--- src/rtl/fis_pkg.sv ---
// Shared types and constants for the frame interval statistics block.
package fis_pkg;

  localparam int unsigned COUNT_BITS_DEF = 16;
  localparam int unsigned DT_BITS_DEF    = 24;

  localparam logic [31:0] WINDOW_US_RESET = 32'd1000000;
  // frames per second in Q8 = count * 1e6 * 256 / elapsed_us
  localparam logic [63:0] FPS_SCALE       = 64'd256000000;

  typedef enum logic [1:0] {
    ALU_MUL,
    ALU_DIV,
    ALU_SQRT
  } alu_op_e;

  typedef struct packed {
    logic    start;
    alu_op_e op;
  } alu_cmd_t;

  typedef struct packed {
    logic busy;
    logic done;
  } alu_sts_t;

endpackage

--- src/rtl/fis_if.sv ---
// Channel interfaces: timestamp input and statistics result.
interface fis_in_if;
  logic        valid;
  logic        ready;
  logic [31:0] time_us;

  modport source (output valid, output time_us, input ready);
  modport sink   (input valid, input time_us, output ready);
endinterface

interface fis_out_if;
  logic        valid;
  logic        ready;
  logic [23:0] dt_us;
  logic        dt_valid;
  logic        report;
  logic [15:0] interval_cnt;
  logic [31:0] elapsed_us;
  logic [31:0] fps_q8;
  logic [31:0] mean_q8;
  logic [31:0] stddev_q8;
  logic [23:0] min_dt_us;
  logic [23:0] max_dt_us;

  modport source (output valid, output dt_us, output dt_valid, output report,
                  output interval_cnt, output elapsed_us, output fps_q8, output mean_q8,
                  output stddev_q8, output min_dt_us, output max_dt_us, input ready);
  modport sink   (input valid, input dt_us, input dt_valid, input report,
                  input interval_cnt, input elapsed_us, input fps_q8, input mean_q8,
                  input stddev_q8, input min_dt_us, input max_dt_us, output ready);
endinterface

--- src/rtl/fis_alu.sv ---
// Shared serial unit: saturating multiply, restoring divide, integer square root.
module fis_alu import fis_pkg::*; (
  input  logic        clk_i,
  input  logic        rst_ni,
  input  alu_cmd_t    cmd_i,
  input  logic [63:0] opa_i,
  input  logic [63:0] opb_i,
  output alu_sts_t    sts_o,
  output logic [63:0] res_o
);

  alu_op_e     op_q;
  logic [63:0] x_q, x_d;
  logic [63:0] y_q, y_d;
  logic [63:0] acc_q, acc_d;
  logic        ovf_q, ovf_d;
  logic [6:0]  cnt_q;
  logic        busy_q, done_q;

  logic [64:0] rem_sh, rem_sub, mul_sum;
  logic [63:0] sq_trial;

  always_comb begin
    x_d     = x_q;
    y_d     = y_q;
    acc_d   = acc_q;
    ovf_d   = ovf_q;
    rem_sh  = {acc_q, x_q[63]};
    rem_sub = rem_sh - {1'b0, y_q};
    mul_sum = {1'b0, acc_q[62:0], 1'b0} + {1'b0, (y_q[63] ? x_q : 64'd0)};
    sq_trial = acc_q + y_q;
    case (op_q)
      ALU_DIV: begin
        if (rem_sh >= {1'b0, y_q}) begin
          acc_d = rem_sub[63:0];
          x_d   = {x_q[62:0], 1'b1};
        end else begin
          acc_d = rem_sh[63:0];
          x_d   = {x_q[62:0], 1'b0};
        end
      end
      ALU_MUL: begin
        // MSB first; overflow beyond 64 bits is sticky
        ovf_d = ovf_q | acc_q[63] | mul_sum[64];
        acc_d = mul_sum[63:0];
        y_d   = {y_q[62:0], 1'b0};
      end
      ALU_SQRT: begin
        if (x_q >= sq_trial) begin
          x_d   = x_q - sq_trial;
          acc_d = {1'b0, acc_q[63:1]} + y_q;
        end else begin
          acc_d = {1'b0, acc_q[63:1]};
        end
        y_d = {2'b00, y_q[63:2]};
      end
      default: ;
    endcase
  end

  always_ff @(posedge clk_i or negedge rst_ni) begin
    if (!rst_ni) begin
      op_q   <= ALU_MUL;
      busy_q <= 1'b0;
      done_q <= 1'b0;
      cnt_q  <= '0;
      ovf_q  <= 1'b0;
      x_q    <= '0;
      y_q    <= '0;
      acc_q  <= '0;
    end else begin
      done_q <= 1'b0;
      if (cmd_i.start) begin
        op_q   <= cmd_i.op;
        busy_q <= 1'b1;
        x_q    <= opa_i;
        acc_q  <= '0;
        ovf_q  <= 1'b0;
        if (cmd_i.op == ALU_SQRT) begin
          y_q   <= 64'd1 << 62;
          cnt_q <= 7'd31;
        end else begin
          y_q   <= opb_i;
          cnt_q <= 7'd63;
        end
      end else if (busy_q) begin
        x_q   <= x_d;
        y_q   <= y_d;
        acc_q <= acc_d;
        ovf_q <= ovf_d;
        cnt_q <= cnt_q - 7'd1;
        if (cnt_q == '0) begin
          busy_q <= 1'b0;
          done_q <= 1'b1;
        end
      end
    end
  end

  always_comb begin
    case (op_q)
      ALU_DIV:  res_o = x_q;
      ALU_MUL:  res_o = ovf_q ? '1 : acc_q;
      ALU_SQRT: res_o = acc_q;
      default:  res_o = acc_q;
    endcase
  end

  assign sts_o.busy = busy_q;
  assign sts_o.done = done_q;

  a_no_restart: assert property (@(posedge clk_i) disable iff (!rst_ni)
    cmd_i.start |-> !busy_q) else $error("alu started while busy");
  a_done_after_busy: assert property (@(posedge clk_i) disable iff (!rst_ni)
    done_q |-> !busy_q && $past(busy_q)) else $error("alu done without a run");
  a_sqrt_count: assert property (@(posedge clk_i) disable iff (!rst_ni)
    (busy_q && op_q == ALU_SQRT) |-> cnt_q < 7'd32) else $error("sqrt step count");

endmodule

--- src/rtl/frame_interval_statistics_top.sv ---
// Frame interval statistics: each timestamp transaction yields one result with the
// interval since the previous frame (none on the first); when the window time reaches
// window_us or the interval count saturates, the result also carries count, elapsed
// time, FPS, Welford mean, sample standard deviation, min and max (all Q8 where noted)
// and the window restarts. Multiplies, divides and the square root run through one serial
// unit one bit per cycle: a non-reporting item takes a 64-step divide for the mean and a
// 64-step multiply for M2, a reporting item also an FPS multiply and divide, a variance
// divide and a 32-step square root. The input is not ready while an item is in work.
module frame_interval_statistics_top import fis_pkg::*; #(
  parameter int unsigned COUNT_BITS = COUNT_BITS_DEF,
  parameter int unsigned DT_BITS    = DT_BITS_DEF
) (
  input  logic        clk_i,
  input  logic        rst_ni,
  input  logic        cfg_we_i,
  input  logic [31:0] cfg_wdata_i,
  fis_in_if.sink      in_i,
  fis_out_if.source   out_o
);

  localparam int unsigned MW = DT_BITS + 8;
  localparam int unsigned DW = MW + 1;
  localparam logic [31:0] DT_MAX32 = 32'((64'd1 << DT_BITS) - 64'd1);
  localparam logic [COUNT_BITS-1:0] COUNT_MAX = '1;

  typedef enum logic [8:0] {
    S_IDLE = 9'b000000001,
    S_MEAN = 9'b000000010,
    S_M2   = 9'b000000100,
    S_FMUL = 9'b000001000,
    S_FDIV = 9'b000010000,
    S_VAR  = 9'b000100000,
    S_VDIV = 9'b001000000,
    S_SQRT = 9'b010000000,
    S_DONE = 9'b100000000
  } state_e;

  state_e state_q;

  logic [31:0]           window_us_q;
  logic [31:0]           last_q, wstart_q, time_q, elapsed_q;
  logic                  have_ref_q;
  logic [COUNT_BITS-1:0] count_q;
  logic [MW-1:0]         mean_q, dtq_q, adelta_q;
  logic                  dneg_q;
  logic [63:0]           m2_q;
  logic [DT_BITS-1:0]    min_q, max_q, dt_q;
  logic                  dtv_q, rep_q;
  logic [31:0]           fps_q, sd_q;

  alu_cmd_t    cmd_q;
  logic [63:0] opa_q, opb_q, res;
  alu_sts_t    sts;

  logic                  out_v_q;
  logic [23:0]           o_dt_q, o_min_q, o_max_q;
  logic                  o_dtv_q, o_rep_q;
  logic [15:0]           o_cnt_q;
  logic [31:0]           o_el_q, o_fps_q, o_mean_q, o_sd_q;

  fis_alu u_alu (
    .clk_i  (clk_i),
    .rst_ni (rst_ni),
    .cmd_i  (cmd_q),
    .opa_i  (opa_q),
    .opb_i  (opb_q),
    .sts_o  (sts),
    .res_o  (res)
  );

  // accept-time arithmetic
  logic                  in_acc;
  logic [31:0]           diff, dt32;
  logic [DT_BITS-1:0]    dt;
  logic [COUNT_BITS-1:0] n_new;
  logic [MW-1:0]         dtq;
  logic [DW-1:0]         delta, adelta_w;
  logic [31:0]           el_new;

  assign in_acc   = in_i.valid && in_i.ready;
  assign in_i.ready = (state_q == S_IDLE);
  assign diff     = in_i.time_us - last_q;
  assign dt32     = (diff > DT_MAX32) ? DT_MAX32 : diff;
  assign dt       = dt32[DT_BITS-1:0];
  assign n_new    = (count_q == COUNT_MAX) ? COUNT_MAX : count_q + 1'b1;
  assign dtq      = {dt, 8'd0};
  assign delta    = {1'b0, dtq} - {1'b0, mean_q};
  assign adelta_w = delta[DW-1] ? -delta : delta;
  assign el_new   = in_i.time_us - wstart_q;

  // mean update from quotient
  logic [DW-1:0] qs, mean_new, delta2, adelta2;
  assign qs       = dneg_q ? -{1'b0, res[MW-1:0]} : {1'b0, res[MW-1:0]};
  assign mean_new = {1'b0, mean_q} + qs;
  assign delta2   = {1'b0, dtq_q} - mean_new;
  assign adelta2  = delta2[DW-1] ? -delta2 : delta2;

  logic [64:0] m2_sum;
  assign m2_sum = {1'b0, m2_q} + {9'd0, res[63:8]};

  logic [63:0] cnt64, mean64, dt64, min64, max64;
  assign cnt64  = 64'(count_q);
  assign mean64 = 64'(mean_q);
  assign dt64   = 64'(dt_q);
  assign min64  = 64'(min_q);
  assign max64  = 64'(max_q);

  always_ff @(posedge clk_i or negedge rst_ni) begin
    if (!rst_ni) begin
      state_q     <= S_IDLE;
      window_us_q <= WINDOW_US_RESET;
      last_q      <= '0;
      wstart_q    <= '0;
      time_q      <= '0;
      elapsed_q   <= '0;
      have_ref_q  <= 1'b0;
      count_q     <= '0;
      mean_q      <= '0;
      dtq_q       <= '0;
      adelta_q    <= '0;
      dneg_q      <= 1'b0;
      m2_q        <= '0;
      min_q       <= '1;
      max_q       <= '0;
      dt_q        <= '0;
      dtv_q       <= 1'b0;
      rep_q       <= 1'b0;
      fps_q       <= '0;
      sd_q        <= '0;
      cmd_q       <= '{start: 1'b0, op: ALU_MUL};
      opa_q       <= '0;
      opb_q       <= '0;
      out_v_q     <= 1'b0;
      o_dt_q      <= '0;
      o_dtv_q     <= 1'b0;
      o_rep_q     <= 1'b0;
      o_cnt_q     <= '0;
      o_el_q      <= '0;
      o_fps_q     <= '0;
      o_mean_q    <= '0;
      o_sd_q      <= '0;
      o_min_q     <= '0;
      o_max_q     <= '0;
    end else begin
      cmd_q.start <= 1'b0;
      if (cfg_we_i) begin
        window_us_q <= cfg_wdata_i;
      end
      if (out_v_q && out_o.ready) begin
        out_v_q <= 1'b0;
      end
      case (state_q)
        S_IDLE: begin
          if (in_acc) begin
            time_q <= in_i.time_us;
            last_q <= in_i.time_us;
            if (!have_ref_q) begin
              have_ref_q <= 1'b1;
              wstart_q   <= in_i.time_us;
              dt_q       <= '0;
              dtv_q      <= 1'b0;
              rep_q      <= 1'b0;
              state_q    <= S_DONE;
            end else begin
              dt_q      <= dt;
              dtv_q     <= 1'b1;
              count_q   <= n_new;
              elapsed_q <= el_new;
              rep_q     <= (el_new >= window_us_q) || (n_new == COUNT_MAX);
              dtq_q     <= dtq;
              dneg_q    <= delta[DW-1];
              adelta_q  <= adelta_w[MW-1:0];
              if (dt < min_q) min_q <= dt;
              if (dt > max_q) max_q <= dt;
              cmd_q     <= '{start: 1'b1, op: ALU_DIV};
              opa_q     <= 64'(adelta_w[MW-1:0]);
              opb_q     <= 64'(n_new);
              state_q   <= S_MEAN;
            end
          end
        end
        S_MEAN: begin
          if (sts.done) begin
            mean_q  <= mean_new[MW-1:0];
            cmd_q   <= '{start: 1'b1, op: ALU_MUL};
            opa_q   <= 64'(adelta_q);
            opb_q   <= 64'(adelta2[MW-1:0]);
            state_q <= S_M2;
          end
        end
        S_M2: begin
          if (sts.done) begin
            m2_q <= m2_sum[64] ? '1 : m2_sum[63:0];
            if (rep_q) begin
              cmd_q   <= '{start: 1'b1, op: ALU_MUL};
              opa_q   <= cnt64;
              opb_q   <= FPS_SCALE;
              state_q <= S_FMUL;
            end else begin
              state_q <= S_DONE;
            end
          end
        end
        S_FMUL: begin
          if (sts.done) begin
            if (elapsed_q == '0) begin
              fps_q   <= '1;
              state_q <= S_VAR;
            end else begin
              cmd_q   <= '{start: 1'b1, op: ALU_DIV};
              opa_q   <= res;
              opb_q   <= 64'(elapsed_q);
              state_q <= S_FDIV;
            end
          end
        end
        S_FDIV: begin
          if (sts.done) begin
            fps_q   <= (res[63:32] != '0) ? '1 : res[31:0];
            state_q <= S_VAR;
          end
        end
        S_VAR: begin
          if (count_q > COUNT_BITS'(1)) begin
            cmd_q   <= '{start: 1'b1, op: ALU_DIV};
            opa_q   <= m2_q;
            opb_q   <= cnt64 - 64'd1;
            state_q <= S_VDIV;
          end else begin
            sd_q    <= '0;
            state_q <= S_DONE;
          end
        end
        S_VDIV: begin
          if (sts.done) begin
            cmd_q   <= '{start: 1'b1, op: ALU_SQRT};
            opa_q   <= (res[63:56] != '0) ? '1 : {res[55:0], 8'd0};
            state_q <= S_SQRT;
          end
        end
        S_SQRT: begin
          if (sts.done) begin
            sd_q    <= res[31:0];
            state_q <= S_DONE;
          end
        end
        S_DONE: begin
          if (!out_v_q || out_o.ready) begin
            out_v_q  <= 1'b1;
            o_dt_q   <= dt64[23:0];
            o_dtv_q  <= dtv_q;
            o_rep_q  <= rep_q;
            if (rep_q) begin
              o_cnt_q  <= cnt64[15:0];
              o_el_q   <= elapsed_q;
              o_fps_q  <= fps_q;
              o_mean_q <= (mean64[63:32] != '0) ? '1 : mean64[31:0];
              o_sd_q   <= sd_q;
              o_min_q  <= min64[23:0];
              o_max_q  <= max64[23:0];
              wstart_q <= time_q;
              count_q  <= '0;
              mean_q   <= '0;
              m2_q     <= '0;
              min_q    <= '1;
              max_q    <= '0;
            end else begin
              o_cnt_q  <= '0;
              o_el_q   <= '0;
              o_fps_q  <= '0;
              o_mean_q <= '0;
              o_sd_q   <= '0;
              o_min_q  <= '0;
              o_max_q  <= '0;
            end
            state_q <= S_IDLE;
          end
        end
        default: state_q <= S_IDLE;
      endcase
    end
  end

  assign out_o.valid        = out_v_q;
  assign out_o.dt_us        = o_dt_q;
  assign out_o.dt_valid     = o_dtv_q;
  assign out_o.report       = o_rep_q;
  assign out_o.interval_cnt = o_cnt_q;
  assign out_o.elapsed_us   = o_el_q;
  assign out_o.fps_q8       = o_fps_q;
  assign out_o.mean_q8      = o_mean_q;
  assign out_o.stddev_q8    = o_sd_q;
  assign out_o.min_dt_us    = o_min_q;
  assign out_o.max_dt_us    = o_max_q;

  a_alu_idle_when_ready: assert property (@(posedge clk_i) disable iff (!rst_ni)
    (sts.busy || cmd_q.start) |-> state_q != S_IDLE) else $error("alu active in idle");
  a_report_has_dt: assert property (@(posedge clk_i) disable iff (!rst_ni)
    (out_v_q && o_rep_q) |-> o_dtv_q) else $error("report without interval");
  a_first_no_report: assert property (@(posedge clk_i) disable iff (!rst_ni)
    (state_q == S_DONE && !dtv_q) |-> !rep_q) else $error("report on first item");
  a_report_clears: assert property (@(posedge clk_i) disable iff (!rst_ni)
    (state_q == S_DONE && rep_q && (!out_v_q || out_o.ready)) |=> count_q == '0)
    else $error("window not cleared");

endmodule

--- src/flat_wrapper.sv ---
// flat-port wrapper written by rule: the top's interface ports become plain ports
module frame_interval_statistics_top_flat import fis_pkg::*;
#(
  parameter int unsigned COUNT_BITS = COUNT_BITS_DEF,
  parameter int unsigned DT_BITS    = DT_BITS_DEF
)
  (clk_i, rst_ni, cfg_we_i, cfg_wdata_i, in_i_valid, in_i_time_us, in_i_ready, out_o_valid, out_o_dt_us, out_o_dt_valid, out_o_report, out_o_interval_cnt, out_o_elapsed_us, out_o_fps_q8, out_o_mean_q8, out_o_stddev_q8, out_o_min_dt_us, out_o_max_dt_us, out_o_ready);
  fis_in_if in_i_i ();
  fis_out_if out_o_i ();
  input  logic clk_i;
  input  logic rst_ni;
  input  logic cfg_we_i;
  input  logic [31:0] cfg_wdata_i;
  input wire logic [$bits(in_i_i.valid)-1:0] in_i_valid;
  input wire logic [$bits(in_i_i.time_us)-1:0] in_i_time_us;
  output wire logic [$bits(in_i_i.ready)-1:0] in_i_ready;
  output wire logic [$bits(out_o_i.valid)-1:0] out_o_valid;
  output wire logic [$bits(out_o_i.dt_us)-1:0] out_o_dt_us;
  output wire logic [$bits(out_o_i.dt_valid)-1:0] out_o_dt_valid;
  output wire logic [$bits(out_o_i.report)-1:0] out_o_report;
  output wire logic [$bits(out_o_i.interval_cnt)-1:0] out_o_interval_cnt;
  output wire logic [$bits(out_o_i.elapsed_us)-1:0] out_o_elapsed_us;
  output wire logic [$bits(out_o_i.fps_q8)-1:0] out_o_fps_q8;
  output wire logic [$bits(out_o_i.mean_q8)-1:0] out_o_mean_q8;
  output wire logic [$bits(out_o_i.stddev_q8)-1:0] out_o_stddev_q8;
  output wire logic [$bits(out_o_i.min_dt_us)-1:0] out_o_min_dt_us;
  output wire logic [$bits(out_o_i.max_dt_us)-1:0] out_o_max_dt_us;
  input wire logic [$bits(out_o_i.ready)-1:0] out_o_ready;
  assign in_i_i.valid = in_i_valid;
  assign in_i_i.time_us = in_i_time_us;
  assign in_i_ready = in_i_i.ready;
  assign out_o_valid = out_o_i.valid;
  assign out_o_dt_us = out_o_i.dt_us;
  assign out_o_dt_valid = out_o_i.dt_valid;
  assign out_o_report = out_o_i.report;
  assign out_o_interval_cnt = out_o_i.interval_cnt;
  assign out_o_elapsed_us = out_o_i.elapsed_us;
  assign out_o_fps_q8 = out_o_i.fps_q8;
  assign out_o_mean_q8 = out_o_i.mean_q8;
  assign out_o_stddev_q8 = out_o_i.stddev_q8;
  assign out_o_min_dt_us = out_o_i.min_dt_us;
  assign out_o_max_dt_us = out_o_i.max_dt_us;
  assign out_o_i.ready = out_o_ready;
  frame_interval_statistics_top #(.COUNT_BITS(COUNT_BITS), .DT_BITS(DT_BITS)) u_core (.clk_i(clk_i), .rst_ni(rst_ni), .cfg_we_i(cfg_we_i), .cfg_wdata_i(cfg_wdata_i), .in_i(in_i_i), .out_o(out_o_i));
endmodule
--- config.mk ---
export PLATFORM = sky130hd
export DESIGN_NAME = frame_interval_statistics_top_flat
export DESIGN_NICKNAME = d
export VERILOG_FILES = /design/src/rtl/fis_pkg.sv /design/src/rtl/fis_if.sv /design/src/rtl/fis_alu.sv /design/src/rtl/frame_interval_statistics_top.sv /design/src/flat_wrapper.sv
export SDC_FILE = /design/constraint.sdc
export NUM_CORES = 2
export LEC_CHECK = 0
export ABC_CLOCK_PERIOD_IN_PS = 7700
export BUFFER_PORTS_ARGS = -buffer_cell sky130_fd_sc_hd__buf_2
export CAP_MARGIN = 20
export CORE_MARGIN = 2
export CORE_UTILIZATION = 45
export CTS_BUF_LIST = sky130_fd_sc_hd__clkbuf_16
export DETAILED_ROUTE_END_ITERATION = 8
export GPL_TIMING_DRIVEN = 0
export SLEW_MARGIN = 20
export SYNTH_ARGS = -nofsm -noshare
export SYNTH_HDL_FRONTEND = slang
export SYNTH_SLANG_ARGS = --single-unit
export TNS_END_PERCENT = 5
--- constraint.sdc ---
create_clock -name clk_i -period 7.7 [get_ports clk_i]
set_clock_uncertainty 0.05 [all_clocks]
set_input_delay 0 -clock clk_i [delete_from_list [all_inputs] [get_ports clk_i]]
set_output_delay 0 -clock clk_i [all_outputs]
set_load 0.03 [all_outputs]
==> impl_metrics.tcl <==
set metrics [dict create \
    outcome "finished clean" \
    crit_slowest_cell "or3_4" \
    async_reset_ff_share_pct 100.0 \
    hp-class "primary input to register" \
    final_common_cell "nand2_1" \
    first_iter_violations 7552 \
    endpoint_kind "register" \
    gp_congestion 1.022 \
    setup_viol 0 \
    initial_utilization_pct 45.25 \
    die_width_um 419.1 \
    synth_edf_count 0 \
    grt_pass1_vias 76760 \
    preCtsSetupSlack_ns -3.180 \
    drt-total-wl_um 356800 \
    fin_nets 11140 \
    synth_seq_area_share_pct 31.29 \
    yosys_warnings 0 \
    hpwlAfterDp_um 276100 \
    grt_max_degree 130 \
    num_vias 79830 \
    path_max_fanout 5 \
    syn_area_per_cell_um2 7.974 \
    std_cell_rows 152 \
    cts_tree "built" \
    synth_fp_nets 10400 \
    ys.flop_type "dfrtp_1" \
    clockBufferDepth 3 \
    worst_hold_slack_ns 0.02821 \
    min_period_ns 7.618 \
    path_clk_slew_ns 0.06 \
    viasPerCell 6.198 \
    detail-route-antenna-nets 0 \
    cts_sinks 968 \
    max_freq_mhz 131.3 \
    setup_tns_ns 0 \
    ys_seq_elements 968 \
    port-buffer-count 287 \
    cts_inserted_buffers 115 \
    syn_inst 9724 \
    clk_latency_ns 0.81 \
    crit_arrival_ns 8.29 \
    track_usage_pct 39.30 \
    cp.required_ns 8.37 \
    ys_types 118 \
    antenna_found_initial 14 \
    io_pins 289 \
    area_growth_pct 17.63 \
    wire_per_inst_um 27.70 \
    path_class "register to register" \
    seqCellArea_um2 24270 \
    finalMaxSlewViolations 0 \
    grt_pass1_wl_um 510900 \
    n_fill_cell 16500 \
    hold_viol_final 0 \
    worst_setup_path_start_kind "register" \
    slowest_delay_ns 0.43 \
    worst_path_most_repeated_cell "a21o_1" \
    fin_ws_ns 0.08215 \
    dieArea_um2 175600 \
    root_buffer "clkbuf_16" \
    core_area_um2 171400 \
    rsz0062_at_grt "true" \
    drc 0 \
    max_cap_viol_count 0 \
    worst_pin_slew_ns 1.237 \
    multi_input_area_um2 51510 \
    drive_gt1_share_pct 10.57 \
    layout_common_cells "nand2_1, dfrtp_1, o21ai_0, a21oi_1, nor2_1" \
    die_h_um 419.1 \
    htreeDepth 3 \
    gr-total-overflow 0 \
    period_share_pct 98.93 \
    relSlewSlack_pct 16.78 \
    firstDrtPassIters 9 \
    syn_area_um2 77540 \
]
## path summary, 6_finish.rpt
check	from	slack [ns]	endpoint	depth (start not counted)
min in group asynchronous	rst_ni	0.36	u_core.u_alu.acc_q[34]	4
hold / removal	in_i_time_us[31]	0.03	u_core.last_q[31]	4
hold reg to reg	u_core.out_o.fps_q8[23]	0.41	u_core.out_o.fps_q8[23]	2
setup / recovery	u_core.last_q[0]	0.08	u_core.opa_q[31]	34
setup reg to reg	u_core.last_q[0]	0.08	u_core.opa_q[31]	34
max in group asynchronous	rst_ni	5.45	u_core.out_o.min_dt_us[5]	6
## synth_stat cells (27+ instances only)
library cell	count	area share, %
clkbuf_1	457	2.2
and2_1	102	0.82
a31oi_1	143	1.2
o22a_1	59	0.67
a311oi_1	27	0.30
dfstp_2	32	1.1
nand2_1	1543	7.5
inv_1	465	2.3
xnor2_1	365	4.1
a22o_1	44	0.50
o21a_1	55	0.53
nand3_1	362	2.3
dfrtp_1	936	30
nand2b_1	96	0.77
o21bai_1	89	0.86
a21o_1	417	4.0
ha_1	598	9.6
nor4_1	46	0.37
a211oi_1	59	0.57
nor3_1	133	0.86
o31ai_1	56	0.54
mux2i_1	209	2.7
nor2_1	655	3.2
a21oi_1	716	4.6
nor2b_1	79	0.64
and3_1	69	0.56
a22oi_1	98	0.95
or3_1	42	0.34
o211ai_1	55	0.53
nand4_1	83	0.67
a32o_1	30	0.39
a221oi_1	67	0.76
o21ai_0	843	5.4
xor2_1	220	2.5
## metal layers
metal / global-route usage (%) / up-vias / part of all wire (%)
met1: 45.95 / 38770 / 38
met2: 63.71 / 3668 / 46
li1: - / 36160 / -
met3: 7.396 / 1231 / 7.3
met5: 0 / - / 0.0078
met4: 30.21 / 4 / 9.3
## logic make-up (layout without fill, tap and decap cells)
group           Yosys count  after routing  synth area share (%)
flops                   968            968                 31.29
compound gates         3026           3026                 24.98
other cells               0             11                     0
xor+xnor                591            591                 6.782
fa+ha+maj               610            610                 9.920
simple gates           3321           3321                 19.20
buf+inv                 976           1811                 4.794
mux                     232            232                 3.032
## metrics by stage
stage,area [um2],util (%),std cells
2_1_floorplan,77570,-,9724
3_3_place_gp,81900,47.79,12320
3_5_place_dp,82250,48.00,12330
4_1_cts,89500,52.23,12790
5_1_grt,91190,53.22,12870
6_report,91210,53.23,12880
## state kept, by name (all words and copies together), names as in the netlist, 32 cells and up
register / flops
u_core.out_o.stddev_q8: 32
u_core.mean_q: 32
u_core.opb_q: 33
u_core.adelta_q: 32
u_core.out_o.mean_q8: 32
u_core.opa_q: 64
u_core.m2_q: 64
u_core.fps_q: 32
u_core.u_alu.y_q: 64
u_core.out_o.elapsed_us: 32
u_core.sd_q: 32
u_core.u_alu.x_q: 64
u_core.u_alu.acc_q: 64
u_core.wstart_q: 32
u_core.last_q: 32
u_core.window_us_q: 32
u_core.out_o.fps_q8: 32
u_core.elapsed_q: 32
## repair_timing
item,in CTS,in global routing
resized for setup,268,220
buffers inserted,51,75
setup endpoints to repair,309,251
pin swaps,54,113
gates cloned,1,4
hold buffers,195,0
endpoints found under the hold margin,569,0
## critical path: cells and delay by family, from the launching register on
family	cells	cell delay, ns
AO/OA/AOI/OAI	15	2.58
XOR/XNOR	2	0.44
adder cells (fa/ha/maj)	3	0.95
buffers and inverters	5	0.88
flip-flops	1	0.38
AND/OR/NAND/NOR	9	2.24
## area by class of cell
cell class | instances | area share, %
flip-flops and latches | 968 | 26.61
clock buffers | 116 | 3.183
repair buffers | 628 | 5.229
clock inverters | 101 | 0.9507
inverters | 465 | 1.948
plain buffers | 501 | 2.398
multi-input cells | 7780 | 56.48
diodes | 11 | 0.03018
well taps | 2310 | 3.169
Power is left out: the tool's default activity adds up to more than one toggle a clock period on the data nets, which glitch-free logic cannot reach.
